===== src/sv/tcpp_pkg.sv =====
// ----------------------------------------------------------------------------
// tcpp_pkg: shared types and constants of the text coordinate plot parser
// Byte codes, token phases, result status codes and register indexes.
// ----------------------------------------------------------------------------
package tcpp_pkg;

	// Largest coordinate magnitude plus one; magnitudes saturate here.
	localparam int MAX_DIM = 4096;
	localparam int MAG_W   = 13;
	localparam int DIM_W   = 13;
	localparam int COORD_W = 12;
	localparam int ADDR_W  = 24;

	localparam logic [DIM_W-1:0] DIM_CAP = DIM_W'(MAX_DIM);

	localparam logic [7:0] CH_NUL   = 8'd0;
	localparam logic [7:0] CH_NL    = 8'd10;
	localparam logic [7:0] CH_PLUS  = 8'd43;
	localparam logic [7:0] CH_MINUS = 8'd45;
	localparam logic [7:0] CH_DOT   = 8'd46;
	localparam logic [7:0] CH_0     = 8'd48;
	localparam logic [7:0] CH_9     = 8'd57;

	typedef enum logic [1:0] {
		PH_SIGN   = 2'd0,
		PH_DIGITS = 2'd1,
		PH_DONE   = 2'd2
	} phase_t;

	typedef enum logic [2:0] {
		ST_OK        = 3'd0,
		ST_X_MISSING = 3'd1,
		ST_X_RANGE   = 3'd2,
		ST_Y_MISSING = 3'd3,
		ST_Y_RANGE   = 3'd4
	} status_t;

	typedef enum logic {
		REG_WIDTH  = 1'b0,
		REG_HEIGHT = 1'b1
	} reg_idx_t;

endpackage


===== src/sv/text_coordinate_plot_parser_top.sv =====
// ----------------------------------------------------------------------------
// text_coordinate_plot_parser_top: line parser for "x y" text coordinates
// Takes one text byte per request, reads the first two integer tokens of each
// line and emits status, x, y and pixel address on every newline.
// ----------------------------------------------------------------------------
//
// Channel   | Handshake                  | Payload
// ----------+----------------------------+----------------------------------
// text      | text_valid / text_ready    | text_byte
// result    | result_valid / result_ready| line_status, coord_x, coord_y,
//           |                            | pixel_address
// config    | APB psel/penable/pwrite    | paddr, pwdata, prdata
//
// One byte is taken per cycle while text_ready is high. A newline moves its
// result into stage one and then, once the output stage is free, into the
// output register where the row multiply lands; result_valid rises when the
// result reaches the output register.
// text_ready drops only while both stages hold results and result_ready is low.
// Reset clears the line state and loads both dimension registers with 1000.
// No clearing pass is needed after reset.

module text_coordinate_plot_parser_top
	import tcpp_pkg::*;
(
	input  logic               clk,
	input  logic               arst_n,

	input  logic               text_valid,
	output logic               text_ready,
	input  logic [7:0]         text_byte,

	output logic               result_valid,
	input  logic               result_ready,
	output logic [2:0]         line_status,
	output logic [COORD_W-1:0] coord_x,
	output logic [COORD_W-1:0] coord_y,
	output logic [ADDR_W-1:0]  pixel_address,

	input  logic               psel,
	input  logic               penable,
	input  logic               pwrite,
	input  logic [2:0]         paddr,
	input  logic [31:0]        pwdata,
	output logic [31:0]        prdata,
	output logic               pready
);

	// Configuration registers.
	logic [DIM_W-1:0] width_q, height_q;
	logic             cfg_wr;
	reg_idx_t         cfg_idx;

	// Line state.
	logic [1:0]       count_q, count_d;
	logic             inside_q, inside_d;
	phase_t           phase_q, phase_d;
	logic             neg_q, neg_d;
	logic [MAG_W-1:0] mag_q, mag_d;
	logic [MAG_W-1:0] first_q, first_d;
	logic             first_bad_q, first_bad_d;
	logic             voided_q, voided_d;

	// Stage one and output stage.
	logic               valid_s1;
	status_t            status_s1;
	logic [COORD_W-1:0] x_s1, y_s1;
	logic [DIM_W-1:0]   w_s1;
	logic               valid_s2;
	status_t            status_s2;
	logic [COORD_W-1:0] x_s2, y_s2;
	logic [ADDR_W-1:0]  addr_s2;

	logic             accept, nl_accept, s2_free, s1_adv;
	logic [DIM_W-1:0] w_eff, h_eff;
	logic [MAG_W-1:0] fin_first;
	logic             fin_first_bad;
	status_t          status_c;

	// ------------------------------------------------------------------
	// Configuration port
	// ------------------------------------------------------------------
	assign pready  = 1'b1;
	assign cfg_idx = reg_idx_t'(paddr[2]);
	assign cfg_wr  = psel && penable && pwrite && pready;

	always_ff @(posedge clk or negedge arst_n) begin
		if (!arst_n) begin
			width_q  <= DIM_W'(1000);
			height_q <= DIM_W'(1000);
		end else if (cfg_wr) begin
			case (cfg_idx)
				REG_WIDTH:  width_q  <= pwdata[DIM_W-1:0];
				REG_HEIGHT: height_q <= pwdata[DIM_W-1:0];
				default: ;
			endcase
		end
	end

	always_comb begin
		case (cfg_idx)
			REG_WIDTH:  prdata = {{(32-DIM_W){1'b0}}, width_q};
			REG_HEIGHT: prdata = {{(32-DIM_W){1'b0}}, height_q};
			default:    prdata = '0;
		endcase
	end

	assign w_eff = (width_q  > DIM_CAP) ? DIM_CAP : width_q;
	assign h_eff = (height_q > DIM_CAP) ? DIM_CAP : height_q;

	// ------------------------------------------------------------------
	// Flow control
	// ------------------------------------------------------------------
	assign s2_free    = !valid_s2 || result_ready;
	assign s1_adv     = valid_s1 && s2_free;
	assign text_ready = !valid_s1 || s2_free;
	assign accept     = text_valid && text_ready;
	assign nl_accept  = accept && (text_byte == CH_NL);

	// ------------------------------------------------------------------
	// Token scanner
	// ------------------------------------------------------------------
	// A token in progress closes into the first value when it is the first.
	assign fin_first     = (inside_q && count_q == 2'd1) ? mag_q : first_q;
	assign fin_first_bad = (inside_q && count_q == 2'd1) ? (neg_q && mag_q != '0)
	                                                     : first_bad_q;

	always_comb begin
		logic             is_digit;
		logic             is_tok;
		phase_t           ph;
		logic [MAG_W-1:0] mg;
		logic [16:0]      prod;

		is_digit = text_byte inside {[CH_0:CH_9]};
		is_tok   = is_digit || (text_byte inside {CH_DOT, CH_MINUS, CH_PLUS});
		ph       = phase_q;
		mg       = mag_q;
		prod     = '0;

		count_d     = count_q;
		inside_d    = inside_q;
		phase_d     = phase_q;
		neg_d       = neg_q;
		mag_d       = mag_q;
		first_d     = first_q;
		first_bad_d = first_bad_q;
		voided_d    = voided_q;

		if (text_byte == CH_NL) begin
			count_d     = '0;
			inside_d    = 1'b0;
			phase_d     = PH_SIGN;
			neg_d       = 1'b0;
			mag_d       = '0;
			first_d     = '0;
			first_bad_d = 1'b0;
			voided_d    = 1'b0;
		end else if (!voided_q) begin
			if (text_byte == CH_NUL || !is_tok) begin
				first_d     = fin_first;
				first_bad_d = fin_first_bad;
				inside_d    = 1'b0;
				if (text_byte == CH_NUL) begin
					voided_d = 1'b1;
				end
			end else if (inside_q || count_q < 2'd2) begin
				if (!inside_q) begin
					count_d  = count_q + 2'd1;
					inside_d = 1'b1;
					ph       = PH_SIGN;
					mg       = '0;
					neg_d    = 1'b0;
				end
				phase_d = ph;
				mag_d   = mg;
				if (is_digit) begin
					if (ph != PH_DONE) begin
						prod = {1'b0, mg, 3'b000} + {3'b000, mg, 1'b0}
						     + {13'd0, text_byte[3:0]};
						mag_d   = (prod > 17'(MAX_DIM)) ? MAG_W'(MAX_DIM) : prod[MAG_W-1:0];
						phase_d = PH_DIGITS;
					end
				end else if ((text_byte == CH_MINUS || text_byte == CH_PLUS)
				             && ph == PH_SIGN) begin
					neg_d   = (text_byte == CH_MINUS);
					phase_d = PH_DIGITS;
				end else begin
					phase_d = PH_DONE;
				end
			end
		end
	end

	always_ff @(posedge clk or negedge arst_n) begin
		if (!arst_n) begin
			count_q     <= '0;
			inside_q    <= 1'b0;
			phase_q     <= PH_SIGN;
			neg_q       <= 1'b0;
			mag_q       <= '0;
			first_q     <= '0;
			first_bad_q <= 1'b0;
			voided_q    <= 1'b0;
		end else if (accept) begin
			count_q     <= count_d;
			inside_q    <= inside_d;
			phase_q     <= phase_d;
			neg_q       <= neg_d;
			mag_q       <= mag_d;
			first_q     <= first_d;
			first_bad_q <= first_bad_d;
			voided_q    <= voided_d;
		end
	end

	// ------------------------------------------------------------------
	// Line verdict; the first failing check wins.
	// ------------------------------------------------------------------
	always_comb begin
		logic x_ok, y_ok;
		x_ok = !fin_first_bad && (fin_first < MAG_W'(w_eff));
		y_ok = !(neg_q && mag_q != '0) && (mag_q < MAG_W'(h_eff));
		if (count_q == 2'd0) begin
			status_c = ST_X_MISSING;
		end else if (!x_ok) begin
			status_c = ST_X_RANGE;
		end else if (count_q < 2'd2) begin
			status_c = ST_Y_MISSING;
		end else if (!y_ok) begin
			status_c = ST_Y_RANGE;
		end else begin
			status_c = ST_OK;
		end
	end

	// ------------------------------------------------------------------
	// Stage one: verdict and coordinates
	// ------------------------------------------------------------------
	always_ff @(posedge clk or negedge arst_n) begin
		if (!arst_n) begin
			valid_s1 <= 1'b0;
		end else if (nl_accept) begin
			valid_s1 <= 1'b1;
		end else if (s1_adv) begin
			valid_s1 <= 1'b0;
		end
	end

	always_ff @(posedge clk) begin
		if (nl_accept) begin
			status_s1 <= status_c;
			x_s1      <= (status_c == ST_OK) ? fin_first[COORD_W-1:0] : '0;
			y_s1      <= (status_c == ST_OK) ? mag_q[COORD_W-1:0] : '0;
			w_s1      <= w_eff;
		end
	end

	// ------------------------------------------------------------------
	// Output stage: row address multiply
	// ------------------------------------------------------------------
	always_ff @(posedge clk or negedge arst_n) begin
		if (!arst_n) begin
			valid_s2 <= 1'b0;
		end else if (s1_adv) begin
			valid_s2 <= 1'b1;
		end else if (result_ready) begin
			valid_s2 <= 1'b0;
		end
	end

	always_ff @(posedge clk) begin
		if (s1_adv) begin
			status_s2 <= status_s1;
			x_s2      <= x_s1;
			y_s2      <= y_s1;
			addr_s2   <= ADDR_W'(y_s1) * ADDR_W'(w_s1) + ADDR_W'(x_s1);
		end
	end

	assign result_valid  = valid_s2;
	assign line_status   = status_s2;
	assign coord_x       = x_s2;
	assign coord_y       = y_s2;
	assign pixel_address = addr_s2;

	// ------------------------------------------------------------------
	// Assertions
	// ------------------------------------------------------------------
	a_nl_loads_s1: assert property (@(posedge clk) disable iff (!arst_n)
		nl_accept |=> valid_s1)
		else $error("newline request did not reach stage one");

	a_stall_cause: assert property (@(posedge clk) disable iff (!arst_n)
		!text_ready |-> (valid_s1 && valid_s2 && !result_ready))
		else $error("text stalled without a full pipeline");

	a_fail_zeroes: assert property (@(posedge clk) disable iff (!arst_n)
		(result_valid && line_status != ST_OK)
		|-> (coord_x == '0 && coord_y == '0 && pixel_address == '0))
		else $error("failed line carries nonzero coordinates");

	a_s1_drains: assert property (@(posedge clk) disable iff (!arst_n)
		(valid_s1 && s2_free && !nl_accept) |=> (valid_s2 && !valid_s1))
		else $error("stage one did not move to the output stage");

endmodule


===== config.mk =====
export PLATFORM = sky130hd
export DESIGN_NAME = text_coordinate_plot_parser_top
export DESIGN_NICKNAME = d
export VERILOG_FILES = /design/src/sv/tcpp_pkg.sv /design/src/sv/text_coordinate_plot_parser_top.sv
export SDC_FILE = /design/constraint.sdc
export NUM_CORES = 1
export LEC_CHECK = 0
export BUFFER_PORTS_ARGS = -buffer_cell sky130_fd_sc_hd__buf_2
export CELL_PAD_IN_SITES_DETAIL_PLACEMENT = 0
export CELL_PAD_IN_SITES_GLOBAL_PLACEMENT = 1
export CORE_MARGIN = 10
export CORE_UTILIZATION = 43
export DETAILED_ROUTE_END_ITERATION = 16
export MAX_ROUTING_LAYER = met4
export PLACE_DENSITY = 0.77
export SYNTH_ARGS = -nofsm -noshare
export SYNTH_HDL_FRONTEND = slang
export SYNTH_SLANG_ARGS = --single-unit

===== constraint.sdc =====
create_clock -name clk -period 4.9 [get_ports clk]
set_input_delay 0.98 -clock clk [delete_from_list [all_inputs] [get_ports clk]]
set_output_delay 0.98 -clock clk [all_outputs]
set_load 0.005 [all_outputs]

# Word-level counts from Yosys, hierarchy flattened
# Cells that the tools add are included.
dict set report op_classes {
  n_addsub 4
  n_mul 1
  div_mod_pow 0
  magnitude_cmp 8
  eq_ne 9
  shift 0
  n_mux 63
  n_bitwise 1
  n_reduce_logical 39
}
# cell count
set ops {}
lappend ops {{13-bit 2-to-1 mux} 18}
lappend ops {{32-bit case mux with 2 select lines} 1}
lappend ops {{2-bit 2-to-1 mux} 17}
lappend ops {{13-bit greater-than comparator (second input constant)} 2}
lappend ops {{13-bit < comparator} 2}
lappend ops {{24-bit by 12-bit adder with 24-bit output} 1}
lappend ops {{8-bit by 6-bit equality test with 1-bit output (second input constant)} 3}
lappend ops {{12-bit by 13-bit multiplier with 24-bit output} 1}
lappend ops {{1-bit 2-to-1 mux} 23}
lappend ops {{16-bit by 14-bit adder with 17-bit output} 1}
lappend ops {{17-bit by 4-bit adder with 17-bit output} 1}
lappend ops {{17-bit by 13-bit greater-than comparator with 1-bit output (second input constant)} 1}
lappend ops {{13-bit nonzero test} 1}
lappend ops {{3-bit 2-to-1 mux} 4}
lappend ops {{1-bit logical AND} 11}
lappend ops {{8-bit by 4-bit equality test with 1-bit output (second input constant)} 1}
lappend ops {{8-bit by 6-bit >= comparator with 1-bit output (second input constant)} 1}
lappend ops {{8-bit by 6-bit <= comparator with 1-bit output (second input constant)} 1}
lappend ops {{8-bit logical NOT} 1}
lappend ops {{2-bit nonzero test} 4}
lappend ops {{1-bit logical OR} 6}
lappend ops {{3-bit AND reduction} 2}
lappend ops {{3-bit nonzero test} 2}
lappend ops {{1-bit logical NOT} 5}
lappend ops {{other kinds (11)} 15}
dict set report totals {
  register_bits 153
  latch_bits 0
  ramBits 0
  mem_bits_ro 0
  input_bits 50
  output_inout_bits 86
  mem_count 0
}

# Longest topological paths before layout
# Gate-level depths: netlist of the first run.
dict set report logic_depth {
  word_depth 18
  ltp_mapped 20
}

# Worst setup path before layout of the first run
# OpenSTA, ideal clock, no wires.
dict set report synth_path {
  kind {reg-to-reg}
  from {reg y_s1[5]}
  to {reg addr_s2[23], in the netlist pixel_address[23], data pin}
  setup_ns 0.260
  arrival_time_ns 5.123
  t_required_ns 4.640
  path_slack_ns -0.483
  stages_incl_launch_ff 19
  path_buffers 1
  period_less_slack_ns 5.383
  cell_sequence {edfxtp_1 clkbuf_1 nand2_1 fa_1 fa_1 fa_1 inv_1 fa_1 inv_1 fa_1 inv_1 ha_1 a21oi_1 o21a_1 a2bb2oi_1 a21oi_1 or4_1 a21oi_1 xnor2_1}
}
dict set report synth_between {
  elab_chain_len 2
}
# element line_no
set synth_lines {}
lappend synth_lines {{from (decl)} text_coordinate_plot_parser_top.sv:66} ;# logic [COORD_W-1:0] x_s1, y_s1;
lappend synth_lines {{from (signal assigned)} text_coordinate_plot_parser_top.sv:253} ;# y_s1 <= (status_c == ST_OK) ? mag_q[COORD_W-1:0] : '0;
lappend synth_lines {{12-bit by 13-bit multiplier with 24-bit output} text_coordinate_plot_parser_top.sv:276} ;# addr_s2 <= ADDR_W'(y_s1) * ADDR_W'(w_s1) + ADDR_W'(x_s1);
lappend synth_lines {{24-bit by 12-bit adder with 24-bit output} text_coordinate_plot_parser_top.sv:276}
lappend synth_lines {{to (signal assigned)} text_coordinate_plot_parser_top.sv:276}
lappend synth_lines {{to (decl)} text_coordinate_plot_parser_top.sv:71} ;# logic [ADDR_W-1:0] addr_s2;
# Every way passes these cells.
# A chain may end at the register's enable or synchronous reset.

# Worst setup path after layout of the first run
dict set report layout_path {
  from {reg y_s1[2]}
  to {reg addr_s2[23], in the netlist pixel_address[23], data pin}
}
# The elaborated chain is that of the path after synthesis.

==> impl_metrics.ini, run 1 <==
[outcome]
status = complete, but fails checks
failed_checks = negative setup slack

[timing]
drv_slew = 0
period_share_pct = 108
fmax_ghz = 0.188
tightest_slew_ps = 1040
fin_tns_setup_ps = -2670
skew_ps = 8.89
fin_crit_ps = 5310
rsz0062_at_grt = yes
finalHoldViolCount = 0
setup_slack_ps = -408
relSlewSlack_pct = 30.5
setup_violations = 13

[floorplan]
io_pins = 136
initial_core_util_pct = 43.6
die_h_um = 196
rows = 64
core_um2 = 30500
die_w_um = 196
die_area_um2 = 38300

[power]
power_frac_clock_pct = 35.6
comb_power_share_pct = 20.5
p_int_uw = 2460
ir_drop_mv = 0.224
p_switching_uw = 1060
swShare_pct = 30.2
power_density_nw_per_um2 = 223
seqPwrFrac_pct = 43.9
power_leakage_uw = 0.00781
power_uw = 3520

[layout]
diodes = 0
final_common_cell = inv_1
drive_above_1_share_pct = 25.2
area_growth_syn_to_layout_pct = 19.0
stdcell_count = 1890
fillCellCount = 2757
nets = 1772
final_cell_mix = inv_1, nand2_1, fa_1, ha_1, buf_4

[place]
dp.cells = 1840
io_buffers = 94
place_ws_ps = -507
hpwl_um = 24500
gp_congestion = 0.859

[synthesis]
yosysSeqAreaShare_pct = 32.3
syn_inst = 1303
synth-edff-count = 91
ys_ff_latch = 153
async_reset_ff_share_pct = 40.5
avgSynthCellArea_um2 = 10.2
synth_ff_type = edfxtp_1
ys_warn_count = 0
ys_types = 78
syn_area_um2 = 13300

[route]
drt-vias-per-instance = 5.06
wl_um = 30900
via_count = 9564
antenna_left = 0
dr.pass1.iters = 5
wl_per_cell_um = 16.4
drc_errors = 0
drt_iter0_drc = 430

[setup_path]
slowest_stage = fa_1
max_stage_delay_ps = 540
critPathLaunchType = flip-flop
crit_buf_inv = 6
path_class = flip-flop to flip-flop
worstPathMaxFanout = 5
path_cells = buf_6, buf_6, and2_4, fa_1, inv_1, fa_1, inv_2, fa_1, fa_1, inv_2, fa_2, inv_2, ha_4, a21oi_4, o21a_1, a2bb2oi_2, a21oi_2, or4_4, a21oi_4, xnor2_2
end_kind = flip-flop
crit_top_cell = fa_1
cp_top_family = adder cells
cp.required_ps = 5090
crit_arrival_ps = 5490

[grt]
grtUsageTotal_pct = 16.9
grt_pass1_vias = 10100
antenna_found_initial = 0
grt_max_degree = 52
use_met3_pct = 2.69
grt_pass1_wl_um = 51500
met2_usage_pct = 27.6
use_met1_pct = 21.6
gr-total-overflow = 0
busiest_layer = met2

[worst_hold_path]
hold_path_class = flip-flop to flip-flop

[clock_tree]
clk_latency_ps = 440
htreeDepth = 4
cts_buffer_depth = 2
clock-sinks = 153
numCtsBuffers = 17
clk_pin_slew_worst_paths_ps = 70
cts_root_buf = clkbuf_16
cts_tree = done
ctsHoldBuffers = 0

[run]
cap_violations = 0
-- power groups by stage --
stage	sequential (uW)	combinational, uW	clock (uW)
4_1_cts	1550	716	1280
3_5_place_dp	1570	698	0
2_1_floorplan	1550	497	0
5_1_grt	1560	807	1330
3_3_place_gp	1570	683	0
6_report	1550	723	1250
-- registers in the layout (all words and copies together), names as in the netlist, 2 cells and up --
signal,count
phase_q,2
first_q,13
w_s1,13
count_q,2
y_s1,12
width_q,13
mag_q,13
status_s1,3
coord_x,12
height_q,13
line_status,3
coord_y,12
x_s1,12
pixel_address,24
-- metrics by stage --
step	cell area (um2)	utilization, %	hold WS [ps]
3_3_place_gp	14900	48.8	408
3_5_place_dp	14900	48.8	408
6_report	15800	51.8	425
2_1_floorplan	13700	-	400
4_1_cts	15600	51.2	424
5_1_grt	15800	51.8	431
-- worst paths after layout --
kind | end | depth (start not counted) | slack [ps] | from
worst max register to register | pixel_address[23]$_DFFE_PP_ | 20 | -410 | y_s1[2]$_SDFFCE_PP0P_
worst min register to register | line_status[1]$_DFFE_PP_ | 0 | 430 | status_s1[1]$_DFFE_PP_
worst max-delay path | pixel_address[23]$_DFFE_PP_ | 20 | -410 | y_s1[2]$_SDFFCE_PP0P_
max in group asynchronous | first_q[0]$_DFFE_PN0P_ | 2 | 3400 | arst_n
worst min-delay path | line_status[1]$_DFFE_PP_ | 0 | 430 | status_s1[1]$_DFFE_PP_
min in group asynchronous | width_q[1]$_DFFE_PN0P_ | 1 | 590 | arst_n
-- cells by family (layout without fill, tap and decap cells) --
kind of cell | Yosys count | count (layout) | synth area share (%)
compound gates | 167 | 167 | 8.71
xor+xnor | 28 | 28 | 1.85
fa+ha+maj | 241 | 241 | 29.6
buf+inv | 294 | 467 | 9.14
flops | 153 | 153 | 32.3
mux | 55 | 55 | 4.53
other cells | 2 | 20 | 0.0565
simple gates | 363 | 363 | 13.8
-- synth_stat cells, types with 14 or more instances --
| master | instances | area (um2) |
|---|---|---|
| a21oi_1 | 34 | 170 |
| buf_4 | 21 | 158 |
| ha_1 | 119 | 1490 |
| nor2_1 | 43 | 161 |
| fa_1 | 122 | 2440 |
| a21o_1 | 17 | 128 |
| clkbuf_1 | 38 | 143 |
| xnor2_1 | 16 | 140 |
| dfrtp_1 | 50 | 1250 |
| o21ai_0 | 35 | 175 |
| mux2_2 | 41 | 462 |
| edfxtp_1 | 91 | 2730 |
| inv_1 | 227 | 852 |
| mux2i_1 | 14 | 140 |
| nand2_1 | 149 | 559 |
| and2_1 | 105 | 657 |
-- final cells by class --
class	instances	area, um2	share of cell area, %
flip-flops and latches	153	4300	27.2
repair buffers	207	1380	8.75
inverters	228	858	5.43
multi-input cells	874	8240	52.1
clock inverters	13	108	0.680
clock buffers	19	433	2.74
well taps	396	495	3.13
-- timing repair --
item | 4_1_cts | 5_1_grt
gates resized for setup | 26 | 35
setup endpoints to repair | 13 | 15
buffers inserted | 8 | 13
gates cloned | 0 | 0
pin swaps | 14 | 29
-- layer usage --
metal | vias to the layer above | part of all wire [%]
li1 | 4600 | -
met1 | 4756 | 47
met5 | - | 0
met3 | 28 | 3.8
met2 | 180 | 48
met4 | 0 | 1.4
Power figures use the tool's default switching activity.
==> run 2, diff against run 1 <==
BUFFER_PORTS_ARGS = -buffer_cell sky130_fd_sc_hd__clkbuf_2   (was -buffer_cell sky130_fd_sc_hd__buf_2)
==> impl_metrics.ini, run 2 (same netlist as run 1, synthesis figures left out) <==
[outcome]
status = complete, but fails checks
failed_checks = negative setup slack

[floorplan]
die_h_um = 196
io_pins = 136
die_w_um = 196
initial_core_util_pct = 43.6
rows = 64
core_um2 = 30500
die_area_um2 = 38300

[place]
dp.cells = 1844
io_buffers = 94
place_area_um2 = 14900
place_ws_ps = -482
gp_congestion = 0.858
hpwl_um = 24700

[timing]
fin_tns_setup_ps = -2520
rsz0062_at_grt = yes
tightest_slew_ps = 1060
finalHoldViolCount = 0
skew_ps = 14.6
hold-worst-slack_ps = 429
drv_slew = 0
fin_crit_ps = 5310
period_share_pct = 108
setup_violations = 11
fmax_ghz = 0.188
setup_slack_ps = -407
relSlewSlack_pct = 28.9

[power]
power_frac_clock_pct = 36.8
power_leakage_uw = 0.00781
power_density_nw_per_um2 = 228
swShare_pct = 29.9
ir_drop_mv = 0.255
seqPwrFrac_pct = 43.1
comb_power_share_pct = 20.2
p_int_uw = 2520
p_switching_uw = 1070

[layout]
final_common_cell = inv_1
largest_register_ff_count = 24
fillCellCount = 2820
diodes = 0
area_growth_syn_to_layout_pct = 18.5
drive_above_1_share_pct = 24.9
nets = 1774
fin_area_um2 = 15800
final_cell_mix = inv_1, nand2_1, fa_1, ha_1, buf_4
stdcell_count = 1892

[worst_hold_path]
hold-path-cell-count = 0
min_from = status_s1[0]$_DFFE_PP_
hold_path_class = flip-flop to flip-flop

[grt]
grt_pass1_wl_um = 51400
grt_max_degree = 63
gr-total-overflow = 0
grtUsageTotal_pct = 17.0
grt_pass1_vias = 10000
antenna_found_initial = 0

[clock_tree]
clock-sinks = 153
clk_pin_slew_worst_paths_ps = 70
clk_latency_ps = 440
cts_root_buf = clkbuf_16
htreeDepth = 4
cts_tree = done
numCtsBuffers = 17
cts_buffer_depth = 2

[setup_path]
worstPathMaxFanout = 3
path_class = flip-flop to flip-flop
end_kind = flip-flop
cp-startpoint = w_s1[9]$_DFFE_PP_
rr_worst_depth = 19
cp.required_ps = 5080
critPathLaunchType = flip-flop
crit_arrival_ps = 5490
r2r_start = w_s1[9]$_DFFE_PP_

[route]
dr.pass1.iters = 4
antenna_left = 0
via_count = 9496
drt_iter0_drc = 482
drt-vias-per-instance = 5.02
wl_per_cell_um = 16.5
wl_um = 31300
drc_errors = 0

[run]
cap_violations = 0
[run 2: cell count changes in the layout (fill, tap and decap cells not counted), moves of 3 or more]
cell,delta
inv_4,-5
buf_2,-93
clkbuf_2,+94
buf_4,+9
xnor2_1,+3
xnor2_2,-3
buf_6,-8
[run 2: final cells by class]
type	instances	area (um2)	share of cell area, %
Sequential cell	153	4300	27.3
Clock buffer	19	443	2.81
Inverter	228	856	5.43
Multi-Input combinational cell	874	8160	51.8
Clock inverter	13	133	0.842
Tap cell	396	495	3.15
Timing Repair Buffer	209	1370	8.67
[run 2: worst max-delay path, cell delays in order (launching register included)]
cell	delay, ps
edfxtp_1	410
buf_6	140
and2_4	150
fa_1	540
inv_2	40
fa_1	510
inv_2	40
fa_1	470
fa_1	490
inv_1	50
fa_1	510
inv_2	50
ha_4	250
a21oi_4	140
o21a_1	180
a2bb2oi_2	220
a21oi_2	100
or4_4	540
a21oi_2	170
xnor2_1	70
[run 2: final timing paths]
| path | endpoint | slack, ps |
|---|---|---|
| min reg2reg | line_status[0]$_DFFE_PP_ | 430 |
| min in group asynchronous | height_q[2]$_DFFE_PN0P_ | 700 |
| max | pixel_address[23]$_DFFE_PP_ | -410 |
| max in group asynchronous | mag_q[2]$_DFFE_PN0P_ | 3630 |
| min | line_status[0]$_DFFE_PP_ | 430 |
| max reg2reg | pixel_address[23]$_DFFE_PP_ | -410 |
[run 2: power by group through the flow]
stage / registers, uW / logic (uW) / clock network [uW]
after floorplan: 1550 / 497 / 0
after global placement: 1560 / 688 / 0
after detailed placement: 1570 / 712 / 0
after CTS: 1550 / 724 / 1350
after global routing: 1560 / 806 / 1400
final: 1550 / 724 / 1320
[run 2: per-layer routing]
metal	track usage (%)	wire length [um]
met5	-	0
met2	27.3	14800
met3	2.78	1170
met1	22.0	14900
met4	4.21	375
[run 2: repair_timing]
item,in CTS,in global routing
hold buffers,0,0
pin swaps,9,27
buffers inserted,8,9
setup endpoints to repair,13,14
resized for setup,16,22
[run 2: per-stage QoR]
step | power [uW] | utilization, %
2_1_floorplan | 2040 | -
3_3_place_gp | 2250 | 48.9
3_5_place_dp | 2280 | 48.9
4_1_cts | 3620 | 51.2
5_1_grt | 3770 | 51.6
6_report | 3590 | 51.6
